`config.mk`:
```
export PLATFORM = sky130hd
export DESIGN_NAME = intel_hex_record_encoder
export DESIGN_NICKNAME = d
export VERILOG_FILES = /design/src/design/ihex_pkg.sv /design/src/design/ihex_front.sv /design/src/design/ihex_queue.sv /design/src/design/ihex_back.sv /design/src/design/intel_hex_record_encoder.sv
export SDC_FILE = /design/constraint.sdc
export NUM_CORES = 1
export LEC_CHECK = 0
export BUFFER_PORTS_ARGS = -buffer_cell sky130_fd_sc_hd__clkbuf_2
export CAP_MARGIN = 0
export CORE_MARGIN = 8
export CORE_UTILIZATION = 39
export DETAILED_ROUTE_END_ITERATION = 6
export HOLD_SLACK_MARGIN = 0.12
export PLACE_DENSITY = 0.6
export RECOVER_POWER = 25
export SKIP_LAST_GASP = 1
export SLEW_MARGIN = 20
export SYNTH_ARGS = -nofsm -noshare
export SYNTH_HDL_FRONTEND = slang
export SYNTH_SLANG_ARGS = --single-unit
```
`constraint.sdc`:
```
create_clock -name clk -period 5.71 [get_ports clk]
set_clock_uncertainty 0.1 [all_clocks]
set_input_delay 1.142 -clock clk [delete_from_list [all_inputs] [get_ports clk]]
set_output_delay 1.142 -clock clk [all_outputs]
set_load 0.05 [all_outputs]
```
`src/design/ihex_pkg.sv`:
```
// Shared types, constants and character helpers for the Intel HEX record encoder.
package ihex_pkg;

  // Default number of data bytes in one record
  localparam int RECORD_BYTES_DEF = 16;
  // Default depth of the command queue between front and back
  localparam int QUEUE_DEPTH_DEF = 2;

  // ASCII characters used in the text
  localparam logic [7:0] CHAR_COLON = 8'h3A;
  localparam logic [7:0] CHAR_CR    = 8'h0D;
  localparam logic [7:0] CHAR_ZERO  = 8'h30;
  localparam logic [7:0] CHAR_ONE   = 8'h31;
  localparam logic [7:0] CHAR_F_UC  = 8'h46;
  // Offset from a nibble of 10..15 to lowercase 'a'..'f'
  localparam logic [7:0] CHAR_ALPHA_OFS = 8'h57;

  // Character slots of one transaction's text, in emission order
  typedef logic [4:0] ch_idx_t;
  localparam ch_idx_t CH_COLON     = 5'd0;
  localparam ch_idx_t CH_LEN_HI    = 5'd1;
  localparam ch_idx_t CH_LEN_LO    = 5'd2;
  localparam ch_idx_t CH_ADDR_3    = 5'd3;
  localparam ch_idx_t CH_ADDR_2    = 5'd4;
  localparam ch_idx_t CH_ADDR_1    = 5'd5;
  localparam ch_idx_t CH_ADDR_0    = 5'd6;
  localparam ch_idx_t CH_TYPE_HI   = 5'd7;
  localparam ch_idx_t CH_TYPE_LO   = 5'd8;
  localparam ch_idx_t CH_DATA_HI   = 5'd9;
  localparam ch_idx_t CH_DATA_LO   = 5'd10;
  localparam ch_idx_t CH_CHK_HI    = 5'd11;
  localparam ch_idx_t CH_CHK_LO    = 5'd12;
  localparam ch_idx_t CH_REC_CR    = 5'd13;
  localparam ch_idx_t CH_EOF_FIRST = 5'd14;
  localparam ch_idx_t CH_EOF_LAST  = 5'd24;
  localparam ch_idx_t CH_END_CR1   = 5'd25;
  localparam ch_idx_t CH_END_CR2   = 5'd26;

  // Input transaction
  typedef struct packed {
    logic [7:0] data_byte;
    logic       final_item;
  } ihex_in_t;

  // Output transaction
  typedef struct packed {
    logic [7:0] text_char;
    logic       run_end;
  } ihex_out_t;

  // Work for the back end, one per accepted input byte
  typedef struct packed {
    logic        hdr;   // emit the record header first
    logic        tail;  // emit checksum and CR after the data
    logic        eof;   // emit the end-of-file record after the tail
    logic [15:0] addr;
    logic [7:0]  data;
    logic [7:0]  chk;
  } ihex_cmd_t;

  // Queue status seen by both sides
  typedef struct packed {
    logic full;
    logic empty;
  } ihex_qstat_t;

  // Lowercase hex digit of a nibble
  function automatic logic [7:0] hex_char(input logic [3:0] nib);
    logic [7:0] n8;
    n8 = {4'd0, nib};
    hex_char = (nib < 4'd10) ? (CHAR_ZERO + n8) : (CHAR_ALPHA_OFS + n8);
  endfunction

  // Characters of ":00000001FF"
  function automatic logic [7:0] eof_char(input logic [3:0] k);
    case (k)
      4'd0:    eof_char = CHAR_COLON;
      4'd8:    eof_char = CHAR_ONE;
      4'd9:    eof_char = CHAR_F_UC;
      4'd10:   eof_char = CHAR_F_UC;
      default: eof_char = CHAR_ZERO;
    endcase
  endfunction

endpackage

```
`src/design/ihex_front.sv`:
```
// Front end: accepts bytes, tracks record position, address and checksum.
module ihex_front #(
  parameter int RECORD_BYTES = ihex_pkg::RECORD_BYTES_DEF
) (
  input  logic                clk,
  input  logic                rst,
  input  logic                src_valid,
  output logic                src_stall,
  input  ihex_pkg::ihex_in_t  src_item,
  input  logic                cfg_we,
  input  logic [15:0]         cfg_data,
  input  ihex_pkg::ihex_qstat_t qstat,
  output logic                push,
  output ihex_pkg::ihex_cmd_t push_cmd
);

  localparam int PW = $clog2(RECORD_BYTES + 1);
  localparam logic [PW-1:0] POS_END = PW'(RECORD_BYTES);
  localparam logic [7:0]    LEN     = 8'(RECORD_BYTES);
  localparam logic [15:0]   STRIDE  = 16'(RECORD_BYTES);

  logic [15:0]   base_address;
  logic [15:0]   record_address;
  logic [PW-1:0] byte_position;
  logic [7:0]    running_sum;

  logic          hdr;
  logic [7:0]    sum_base;
  logic [7:0]    sum_next;
  logic [PW-1:0] pos_next;
  logic          tail;

  // Stall while the queue has no room
  assign src_stall = qstat.full;
  assign push      = src_valid && !qstat.full;

  // Classify the byte and fold it into the checksum
  always_comb begin
    hdr      = (byte_position == '0);
    sum_base = hdr ? (LEN + record_address[15:8] + record_address[7:0]) : running_sum;
    sum_next = sum_base + src_item.data_byte;
    pos_next = byte_position + PW'(1);
    tail     = (pos_next == POS_END);
    push_cmd.hdr  = hdr;
    push_cmd.tail = tail;
    push_cmd.eof  = tail && src_item.final_item;
    push_cmd.addr = record_address;
    push_cmd.data = src_item.data_byte;
    push_cmd.chk  = 8'd0 - sum_next;
  end

  // Advance record state; a config write restarts at the new base
  always_ff @(posedge clk) begin
    if (rst) begin
      base_address   <= '0;
      record_address <= '0;
      byte_position  <= '0;
      running_sum    <= '0;
    end else if (cfg_we) begin
      base_address   <= cfg_data;
      record_address <= cfg_data;
      byte_position  <= '0;
      running_sum    <= '0;
    end else if (push) begin
      if (tail) begin
        byte_position  <= '0;
        running_sum    <= '0;
        record_address <= src_item.final_item ? base_address : (record_address + STRIDE);
      end else begin
        byte_position <= pos_next;
        running_sum   <= sum_next;
      end
    end
  end

endmodule

```
`src/design/ihex_queue.sv`:
```
// Short command queue between the front and back ends.
module ihex_queue #(
  parameter int DEPTH = ihex_pkg::QUEUE_DEPTH_DEF
) (
  input  logic                  clk,
  input  logic                  rst,
  input  logic                  push,
  input  ihex_pkg::ihex_cmd_t   push_cmd,
  input  logic                  pop,
  output ihex_pkg::ihex_cmd_t   head_cmd,
  output ihex_pkg::ihex_qstat_t qstat
);

  localparam int AW = (DEPTH > 1) ? $clog2(DEPTH) : 1;
  localparam int CW = $clog2(DEPTH + 1);
  localparam logic [AW-1:0] LAST_SLOT = AW'(DEPTH - 1);
  localparam logic [CW-1:0] FULL_CNT  = CW'(DEPTH);

  ihex_pkg::ihex_cmd_t slots [DEPTH];
  logic [AW-1:0] wr_ptr;
  logic [AW-1:0] rd_ptr;
  logic [CW-1:0] count;

  assign qstat.full  = (count == FULL_CNT);
  assign qstat.empty = (count == '0);
  assign head_cmd    = slots[rd_ptr];

  // Store an entry
  always_ff @(posedge clk) begin
    if (push) begin
      slots[wr_ptr] <= push_cmd;
    end
  end

  // Move pointers and occupancy
  always_ff @(posedge clk) begin
    if (rst) begin
      wr_ptr <= '0;
      rd_ptr <= '0;
      count  <= '0;
    end else begin
      if (push) begin
        wr_ptr <= (wr_ptr == LAST_SLOT) ? '0 : (wr_ptr + AW'(1));
      end
      if (pop) begin
        rd_ptr <= (rd_ptr == LAST_SLOT) ? '0 : (rd_ptr + AW'(1));
      end
      if (push && !pop) begin
        count <= count + CW'(1);
      end else if (pop && !push) begin
        count <= count - CW'(1);
      end
    end
  end

  a_count_bound: assert property (@(posedge clk) disable iff (rst) count <= FULL_CNT)
    else $error("queue occupancy beyond depth");
  a_no_push_full: assert property (@(posedge clk) disable iff (rst) push |-> !qstat.full)
    else $error("push into a full queue");
  a_no_pop_empty: assert property (@(posedge clk) disable iff (rst) pop |-> !qstat.empty)
    else $error("pop from an empty queue");

endmodule

```
`src/design/ihex_back.sv`:
```
// Back end: walks each command's character slots into the output register.
module ihex_back #(
  parameter int RECORD_BYTES = ihex_pkg::RECORD_BYTES_DEF
) (
  input  logic                  clk,
  input  logic                  rst,
  input  ihex_pkg::ihex_cmd_t   head_cmd,
  input  ihex_pkg::ihex_qstat_t qstat,
  output logic                  pop,
  output logic                  dst_valid,
  input  logic                  dst_stall,
  output ihex_pkg::ihex_out_t   dst_item
);

  localparam logic [7:0] LEN = 8'(RECORD_BYTES);

  ihex_pkg::ch_idx_t idx;
  logic              started;
  ihex_pkg::ch_idx_t cur;
  ihex_pkg::ch_idx_t eof_ofs;
  logic [7:0]        ch;
  logic              last;
  logic              advance;
  logic              emit;

  assign advance = !dst_valid || !dst_stall;
  assign emit    = advance && !qstat.empty;
  assign pop     = emit && last;

  // Pick the slot and its character
  always_comb begin
    cur = started ? idx : (head_cmd.hdr ? ihex_pkg::CH_COLON : ihex_pkg::CH_DATA_HI);
    eof_ofs = cur - ihex_pkg::CH_EOF_FIRST;
    case (cur) inside
      ihex_pkg::CH_COLON:   ch = ihex_pkg::CHAR_COLON;
      ihex_pkg::CH_LEN_HI:  ch = ihex_pkg::hex_char(LEN[7:4]);
      ihex_pkg::CH_LEN_LO:  ch = ihex_pkg::hex_char(LEN[3:0]);
      ihex_pkg::CH_ADDR_3:  ch = ihex_pkg::hex_char(head_cmd.addr[15:12]);
      ihex_pkg::CH_ADDR_2:  ch = ihex_pkg::hex_char(head_cmd.addr[11:8]);
      ihex_pkg::CH_ADDR_1:  ch = ihex_pkg::hex_char(head_cmd.addr[7:4]);
      ihex_pkg::CH_ADDR_0:  ch = ihex_pkg::hex_char(head_cmd.addr[3:0]);
      ihex_pkg::CH_TYPE_HI: ch = ihex_pkg::CHAR_ZERO;
      ihex_pkg::CH_TYPE_LO: ch = ihex_pkg::CHAR_ZERO;
      ihex_pkg::CH_DATA_HI: ch = ihex_pkg::hex_char(head_cmd.data[7:4]);
      ihex_pkg::CH_DATA_LO: ch = ihex_pkg::hex_char(head_cmd.data[3:0]);
      ihex_pkg::CH_CHK_HI:  ch = ihex_pkg::hex_char(head_cmd.chk[7:4]);
      ihex_pkg::CH_CHK_LO:  ch = ihex_pkg::hex_char(head_cmd.chk[3:0]);
      ihex_pkg::CH_REC_CR:  ch = ihex_pkg::CHAR_CR;
      [ihex_pkg::CH_EOF_FIRST:ihex_pkg::CH_EOF_LAST]: ch = ihex_pkg::eof_char(eof_ofs[3:0]);
      ihex_pkg::CH_END_CR1: ch = ihex_pkg::CHAR_CR;
      ihex_pkg::CH_END_CR2: ch = ihex_pkg::CHAR_CR;
      default:              ch = ihex_pkg::CHAR_CR;
    endcase
    last = ((cur == ihex_pkg::CH_DATA_LO) && !head_cmd.tail) ||
           ((cur == ihex_pkg::CH_REC_CR) && !head_cmd.eof) ||
           (cur == ihex_pkg::CH_END_CR2);
  end

  // Step through slots; drop the command after its last character
  always_ff @(posedge clk) begin
    if (rst) begin
      started <= 1'b0;
      idx     <= ihex_pkg::CH_COLON;
    end else if (emit) begin
      if (last) begin
        started <= 1'b0;
      end else begin
        started <= 1'b1;
        idx     <= cur + 5'd1;
      end
    end
  end

  // Output register
  always_ff @(posedge clk) begin
    if (rst) begin
      dst_valid <= 1'b0;
    end else if (advance) begin
      dst_valid <= !qstat.empty;
    end
  end

  always_ff @(posedge clk) begin
    if (emit) begin
      dst_item.text_char <= ch;
      dst_item.run_end   <= last;
    end
  end

endmodule

```
`src/design/intel_hex_record_encoder.sv`:
```
// Intel HEX record encoder top level: front end, command queue, back end.
//
// Each accepted byte becomes a run of ASCII characters, one per transaction on
// the output channel, the last one flagged by run_end: two hex digits for a
// plain byte, nine more header characters before the first byte of a record,
// checksum and CR after its last byte, and ":00000001FF" with two CRs when the
// final flag arrives on a record's last byte (up to 18 characters per byte, or
// 27 when a record holds a single byte).
// The back end emits one character per cycle while the output is not stalled,
// into a single output register; a byte in mid-record has 2 characters. A
// two-entry queue lets the input take the next byte while earlier ones are
// still being spelled out. Writing
// the base address restarts at a fresh record; write it only while idle.
module intel_hex_record_encoder #(
  parameter int RECORD_BYTES = ihex_pkg::RECORD_BYTES_DEF,
  parameter int QUEUE_DEPTH  = ihex_pkg::QUEUE_DEPTH_DEF
) (
  input  logic                clk,
  input  logic                rst,
  input  logic                src_valid,
  output logic                src_stall,
  input  ihex_pkg::ihex_in_t  src_item,
  output logic                dst_valid,
  input  logic                dst_stall,
  output ihex_pkg::ihex_out_t dst_item,
  input  logic                cfg_we,
  input  logic [15:0]         cfg_data
);

  logic                  push;
  logic                  pop;
  ihex_pkg::ihex_cmd_t   push_cmd;
  ihex_pkg::ihex_cmd_t   head_cmd;
  ihex_pkg::ihex_qstat_t qstat;

  ihex_front #(.RECORD_BYTES(RECORD_BYTES)) u_front (
    .clk       (clk),
    .rst       (rst),
    .src_valid (src_valid),
    .src_stall (src_stall),
    .src_item  (src_item),
    .cfg_we    (cfg_we),
    .cfg_data  (cfg_data),
    .qstat     (qstat),
    .push      (push),
    .push_cmd  (push_cmd)
  );

  ihex_queue #(.DEPTH(QUEUE_DEPTH)) u_queue (
    .clk      (clk),
    .rst      (rst),
    .push     (push),
    .push_cmd (push_cmd),
    .pop      (pop),
    .head_cmd (head_cmd),
    .qstat    (qstat)
  );

  ihex_back #(.RECORD_BYTES(RECORD_BYTES)) u_back (
    .clk       (clk),
    .rst       (rst),
    .head_cmd  (head_cmd),
    .qstat     (qstat),
    .pop       (pop),
    .dst_valid (dst_valid),
    .dst_stall (dst_stall),
    .dst_item  (dst_item)
  );

endmodule
```
**Yosys cells after proc, flatten, opt, wreduce, memory -nomap -nowiden**

Memories as Yosys holds them, arrays and structs flattened. A register that Yosys moved wholly into a read port is not among the register bits.
Index checks and enable logic that the tools add are counted.

- Flip-flop bits (word level): 65
- Bits in writable memories: 70
- Output and inout port bits: 11
- Memories: 1

- Add/subtract/negate cells: 28
- $lt $le $gt $ge: 10
- Equal/unequal tests: 19
- Multiplexer cells: 41
- Bitwise logic cells: 1
- Reduce and logical (&&, ||, !) cells: 32

Memories:

| memory | words | bits a word | rd ports | clocked after Yosys merged registers in | wr ports | RTL line | text |
|---|---|---|---|---|---|---|---|
| u_queue.slots | 2 | 35 | 1 | 1 | 1 | ihex_queue.sv:19 | `ihex_pkg::ihex_cmd_t slots [DEPTH];` |

Operators with widths:

| operator | count |
|---|---|
| $mux W8 | 22 |
| $add A7 B4 Y8 const A | 8 |
| $mux W16 | 4 |
| $add A6 B4 Y7 const A | 8 |
| $lt A4 B4 Y1 const B | 8 |
| $eq A5 B4 Y1 const B | 6 |
| $pmux W7 S3 | 1 |
| $eq A5 B3 Y1 const B | 4 |
| $add A16 B5 Y16 const B | 1 |
| $add A8 B8 Y8 | 2 |
| $eq A4 B4 Y1 const B | 3 |
| $mux W4 | 3 |
| $add A5 B1 Y5 const B | 2 |
| $eq A5 B2 Y1 const B | 2 |
| $eq A5 B5 Y1 const B | 2 |
| $logic_not A5 Y1 | 2 |
| $mux W5 | 2 |
| $logic_and A1 B1 Y1 | 9 |
| $add A5 B8 Y8 const A | 1 |
| $logic_not A1 Y1 | 8 |
| $sub A1 B8 Y8 const A | 1 |
| $mux W1 | 7 |
| $reduce_bool A2 Y1 | 3 |
| $eq A5 B1 Y1 const B | 1 |
| other kinds (15) | 21 |

**Logic depth before layout (Yosys ltp)**

- Word-level depth: 20
- Mapped depth: 17
- Mapped depth without buffers: 16

**Modules after synthesis**

A second synthesis with hierarchy kept.

- Cells, all modules: 822
- Area, all modules: 7952.6 um^2

Modules (own cells, without submodules):

| module | times used | cells each | area an instance (um^2) | sequential area each (um^2) |
|---|---|---|---|---|
| ihex_front | 1 | 380 | 3067.9 | 900.9 |
| ihex_queue | 1 | 131 | 2731.4 | 2202.1 |
| ihex_back | 1 | 311 | 2153.3 | 380.4 |

**Least setup slack after synthesis**

No wires, ideal clock.

- Path kind: in2reg
- Start point: input port src_valid
- End point: memory u_queue.slots[0][0] (netlist bit), enable pin
- Data arrival time: 2.981 ns
- Data required time: 5.183 ns
- Slack: 2.202 ns
- Cell stages on the path: 3
- Cells stage by stage: nand2_1 -> clkbuf_1 -> nor2_1

- Word-level cells in the longest chain between the ends: 3

RTL lines:

| element | RTL line | text |
|---|---|---|
| from (decl) | intel_hex_record_encoder.sv:20 | `input logic src_valid,` |
| $logic_and A1 B1 Y1 | ihex_front.sv:35 | `assign push = src_valid && !qstat.full;` |
| $mux W1 | ihex_queue.sv:30 | `if (push) begin` |
| $mux W1 (not written as such) | ihex_queue.sv:31 | `slots[wr_ptr] <= push_cmd;` |
| to (decl) | ihex_queue.sv:19 |  |

Every way passes these cells.

**Final worst setup path**

- Start point: register u_back.started
- End point: register u_queue.count[1]

- Word-level cells in the longest chain between the ends: 9

RTL lines:

| element | RTL line | text |
|---|---|---|
| from (decl) | ihex_back.sv:18 | `logic started;` |
| from (signal assigned) | ihex_back.sv:62 | `started <= 1'b0;` |
| from (signal assigned) | ihex_back.sv:66 | `started <= 1'b0;` |
| from (signal assigned) | ihex_back.sv:68 | `started <= 1'b1;` |
| $mux W5 * | ihex_back.sv:32 | `cur = started ? idx : (head_cmd.hdr ? ihex_pkg::CH_COLON : ihex_pkg::CH_DATA_HI);` |
| $eq A5 B4 Y1 (on tied branches) | ihex_back.sv:54, ihex_back.sv:55 |  |
| $logic_and A1 B1 Y1 (on tied branches) | ihex_back.sv:54, ihex_back.sv:55 |  |
| $logic_or A1 B1 Y1 | ihex_back.sv:54 | `last = ((cur == ihex_pkg::CH_DATA_LO) && !head_cmd.tail) \|\|` |
| $logic_or A1 B1 Y1 * | ihex_back.sv:55 | `((cur == ihex_pkg::CH_REC_CR) && !head_cmd.eof) \|\|` |
| via u_back.last | ihex_back.sv:22 | `logic last;` |
| $logic_and A1 B1 Y1 * | ihex_back.sv:28 | `assign pop = emit && last;` |
| $logic_not A1 Y1 | ihex_queue.sv:48 | `if (push && !pop) begin` |
| $logic_and A1 B1 Y1 | ihex_queue.sv:48 |  |
| $mux W2 / $reduce_bool A2 Y1 (equally long branches) | -- |  |
| to (signal assigned) | ihex_queue.sv:49 | `count <= count + CW'(1);` |
| to (signal assigned) | ihex_queue.sv:51 | `count <= count - CW'(1);` |
| to (decl) | ihex_queue.sv:22 | `logic [CW-1:0] count;` |

The timed path passes the listed nets; every way through them passes the cells marked *.
A chain may end at the register's enable or synchronous reset.

==> results.py <==
metrics = {
    "floorplan": {
        "num_rows": 52,
        "die-area_um2": 24900,
        "die_x_um": 158,
        "initial_core_util": 0.393,
        "die_y_um": 158,
        "core_area_um2": 20000,
        "io_pins": 41,
    },
    "critical_path": {
        "path_max_fanout": 22,
        "crit_chain": "inv_1, nand2b_1, a21boi_0, ha_1, nand2_1, o311a_4, o22ai_4, nand2_1, ha_1, or3_1, a21oi_1",
        "worstReg2RegStart": "u_back.started$_SDFFE_PP0P_",
        "endpoint_kind": "register",
        "r2r-end": "u_queue.count[1]$_SDFFE_PP0P_",
        "crit_required_ns": 5.93,
        "crit_type": "reg -> reg",
        "cp_slowest_cell": "dfxtp_1",
        "regToRegSetupSlack_ns": 1.59,
        "ff2ff_path_depth": 11,
        "arrival_ns": 4.35,
        "startpoint": "u_back.started$_SDFFE_PP0P_",
        "start_kind": "register",
        "max_stage_delay_ns": 0.77,
    },
    "global_routing": {
        "grt_pass1_wl_um": 29000,
        "antenna_found_initial": 0,
        "grt_usage": 0.147,
        "grt_pass1_vias": 5811,
        "globalRoute.totalOverflow": 0,
        "grt_start_max_net_pins": 60,
    },
    "cells_and_area": {
        "antennaDiodeCount": 0,
        "syn_to_final_growth_pct": 12.4,
        "drive_above_1_share": 0.102,
        "instances_no_fill": 1139,
        "fin_nets": 925,
    },
    "run": {
        "maxCapViolCount": 1,
    },
    "pwr": {
        "powerDensity_nw_per_um2": 333,
        "p_total_mw": 2.94,
        "irDropWorstVdd_v": 0.000202,
        "leakage_nw": 3.28,
    },
    "sta": {
        "setup_violations": 0,
        "fin_crit_ns": 4.12,
        "maxSlewHeadroom": -0.561,
        "fmax_mhz": 243,
        "rsz0062_at_grt": "no",
        "period_share": 0.722,
        "setup_slack_ns": 1.59,
        "fin_setup_tns_ns": 0,
        "report.final.slew_viol_count": 49,
        "holdWs_ns": 0.364,
        "hold_viol_final": 0,
        "worst_pin_slew_ns": 2.34,
    },
    "clock_tree": {
        "cts_max_level": 4,
        "cts_buffers": 17,
        "cts_setup_buffers": 0,
        "clk_pin_slew_ns": 0.07,
        "cts_resized": 0,
        "root_buffer": "clkbuf_16",
        "cts.sinks": 135,
        "tritoncts": "yes",
        "clk_latency_ns": 0.43,
        "cts_max_path_buffers": 2,
        "postCtsHoldBufs": 0,
    },
    "synth": {
        "synth_seq_cells": 135,
        "synthCells": 834,
        "syn_area_um2": 7850,
        "ys_top_cells_by_area": "edfxtp_1 30%, dfxtp_1 15%, ha_1 5.9%",
        "yosysUniqueCellTypes": 73,
        "syn_area_per_cell_um2": 9.41,
        "synth_top_area_share": 0.299,
        "synth_nets": 903,
        "yosys_warnings": 0,
        "synth_edf_count": 78,
        "synth_area_leader_cell": "edfxtp_1",
        "synth_common_cells": "85 x a21oi_1, 83 x nand2_1, 78 x edfxtp_1",
        "synthArstFlopShare": 0,
        "yosysMostFrequentCell": "a21oi_1",
        "yosysSeqAreaShare": 0.444,
        "ys.flop_type": "edfxtp_1",
    },
    "detailed_routing": {
        "drtIter0Drc": 393,
        "avgViaCountPerCell": 5.36,
        "vias": 6104,
        "wl_um": 17800,
        "ant_nets": 0,
        "drc": 0,
        "dr.pass1.iters": 6,
        "wl_per_cell_um": 15.7,
    },
    "placed_design": {
        "routabilityCongestion": 0.876,
        "dp_slack_ns": 1.70,
        "dp.cells": 1107,
        "dpl.hpwl_um": 13000,
        "io_buffers": 39,
    },
    "min_path": {
        "hold_end": "u_front.running_sum[1]$_SDFFE_PP0P_",
        "worstHoldStart": "u_front.running_sum[1]$_SDFFE_PP0P_",
        "hold_class": "reg -> reg",
        "hold-path-cell-count": 2,
    },
    "status": {
        "status": "complete, but fails checks",
        "violations": "capacitance limit, slew limit",
    },
}
## placed cells by master, fill, tap and decap left out, types with 4 or more instances in the layout
master and instances:
a21oi_1 85, a22oi_1 5, edfxtp_1 78, nor3b_1 5, o21ai_0 41, clkbuf_16 18, clkbuf_2 31, and2_1 6
nand3_1 17, o221ai_1 6, inv_1 44, nor4_1 4, a31oi_1 9, nor2_1 63, a211o_1 5, nor3_1 17
o32ai_1 6, inv_8 4, nor2b_1 5, nand2_1 83, o211ai_1 8, ha_1 37, o21a_1 11, o22ai_1 9
or3_1 6, inv_6 4, a21o_1 6, mux2_2 7, mux2i_1 33, xnor2_1 16, clkbuf_1 9, xor2_1 17
dfxtp_1 56, nand2b_1 27, and3_1 6, a211oi_1 6, nand4_1 12
## state kept, by name (all words and copies together) (netlist names), named ones only
register,cells
u_back.dst_item,8
u_back.dst_valid,1
u_back.idx,5
u_back.started,1
u_front.base_address,16
u_front.byte_position,5
u_front.record_address,16
u_front.running_sum,8
u_queue.count,2
u_queue.rd_ptr,1
u_queue.slots,70
u_queue.wr_ptr,1
## stage by stage
| step | area (um^2) | utilization |
|---|---|---|
| floorplan | 7850 | - |
| global placement | 8230 | 0.412 |
| detailed placement | 8230 | 0.412 |
| CTS | 8830 | 0.442 |
| global route | 8820 | 0.442 |
| finish | 8820 | 0.442 |
## layer usage
| metal | up-vias | wire, um | GRT usage | share of wire |
|---|---|---|---|---|
| met3 | 31 | 709 | 0.0317 | 0.040 |
| met4 | 0 | 367 | 0.0481 | 0.021 |
| met5 | - | 0 | 0 | 0 |
| met1 | 2836 | 8760 | 0.197 | 0.49 |
| li1 | 3091 | - | - | - |
| met2 | 146 | 7990 | 0.231 | 0.45 |
## critical path: cells and delay by family, from the launching register on
kind / cells / cell delay, ns
compound gates: 4 / 1.18
fa+ha+maj: 2 / 0.86
buf+inv: 1 / 0.19
flops: 1 / 0.77
simple gates: 4 / 0.91
## kinds of logic (layout without fill, tap and decap cells)
kind of cell / count (synthesis) / in the layout / synth area share
and+or+nand+nor: 271 / 271 / 0.170
AOI/OAI and AO/OA: 230 / 230 / 0.187
DFF: 135 / 135 / 0.444
buffers and inverters: 84 / 119 / 0.0442
muxes: 41 / 41 / 0.0541
adders and majority gates: 39 / 39 / 0.0641
xor gates and xnor gates: 33 / 33 / 0.0368
other: 1 / 1 / 0.000478
## power by group
| part | internal (mW) | leakage [nW] | total, mW | switching [mW] |
|---|---|---|---|---|
| sequential | 1.16 | 1.21 | 1.23 | 0.0696 |
| combinational | 0.208 | 1.79 | 0.615 | 0.407 |
| clock | 0.609 | 0.293 | 1.09 | 0.481 |
| total | 1.98 | 3.28 | 2.94 | 0.958 |
## how the worst max path moves through the flow
stage          slack [ns]                            end
2_1_floorplan        2.20  u_queue.slots[0][0]$_DFFE_PP_
3_3_place_gp         1.79  u_queue.count[1]$_SDFFE_PP0P_
3_5_place_dp         1.70  u_queue.count[1]$_SDFFE_PP0P_
4_1_cts              1.66  u_queue.count[1]$_SDFFE_PP0P_
5_1_grt              1.30  u_queue.count[1]$_SDFFE_PP0P_
6_report             1.59  u_queue.count[1]$_SDFFE_PP0P_
## final cells by class
type,count,area (um^2)
clock buffers,18,450
multi-input cells,615,4020
clock inverters,14,150
repair buffers,42,204
inverters,45,169
flip-flops and latches,135,3480
well taps,270,338
fillers,1952,11200
No activity file was read; power rests on OpenSTA's default activity.
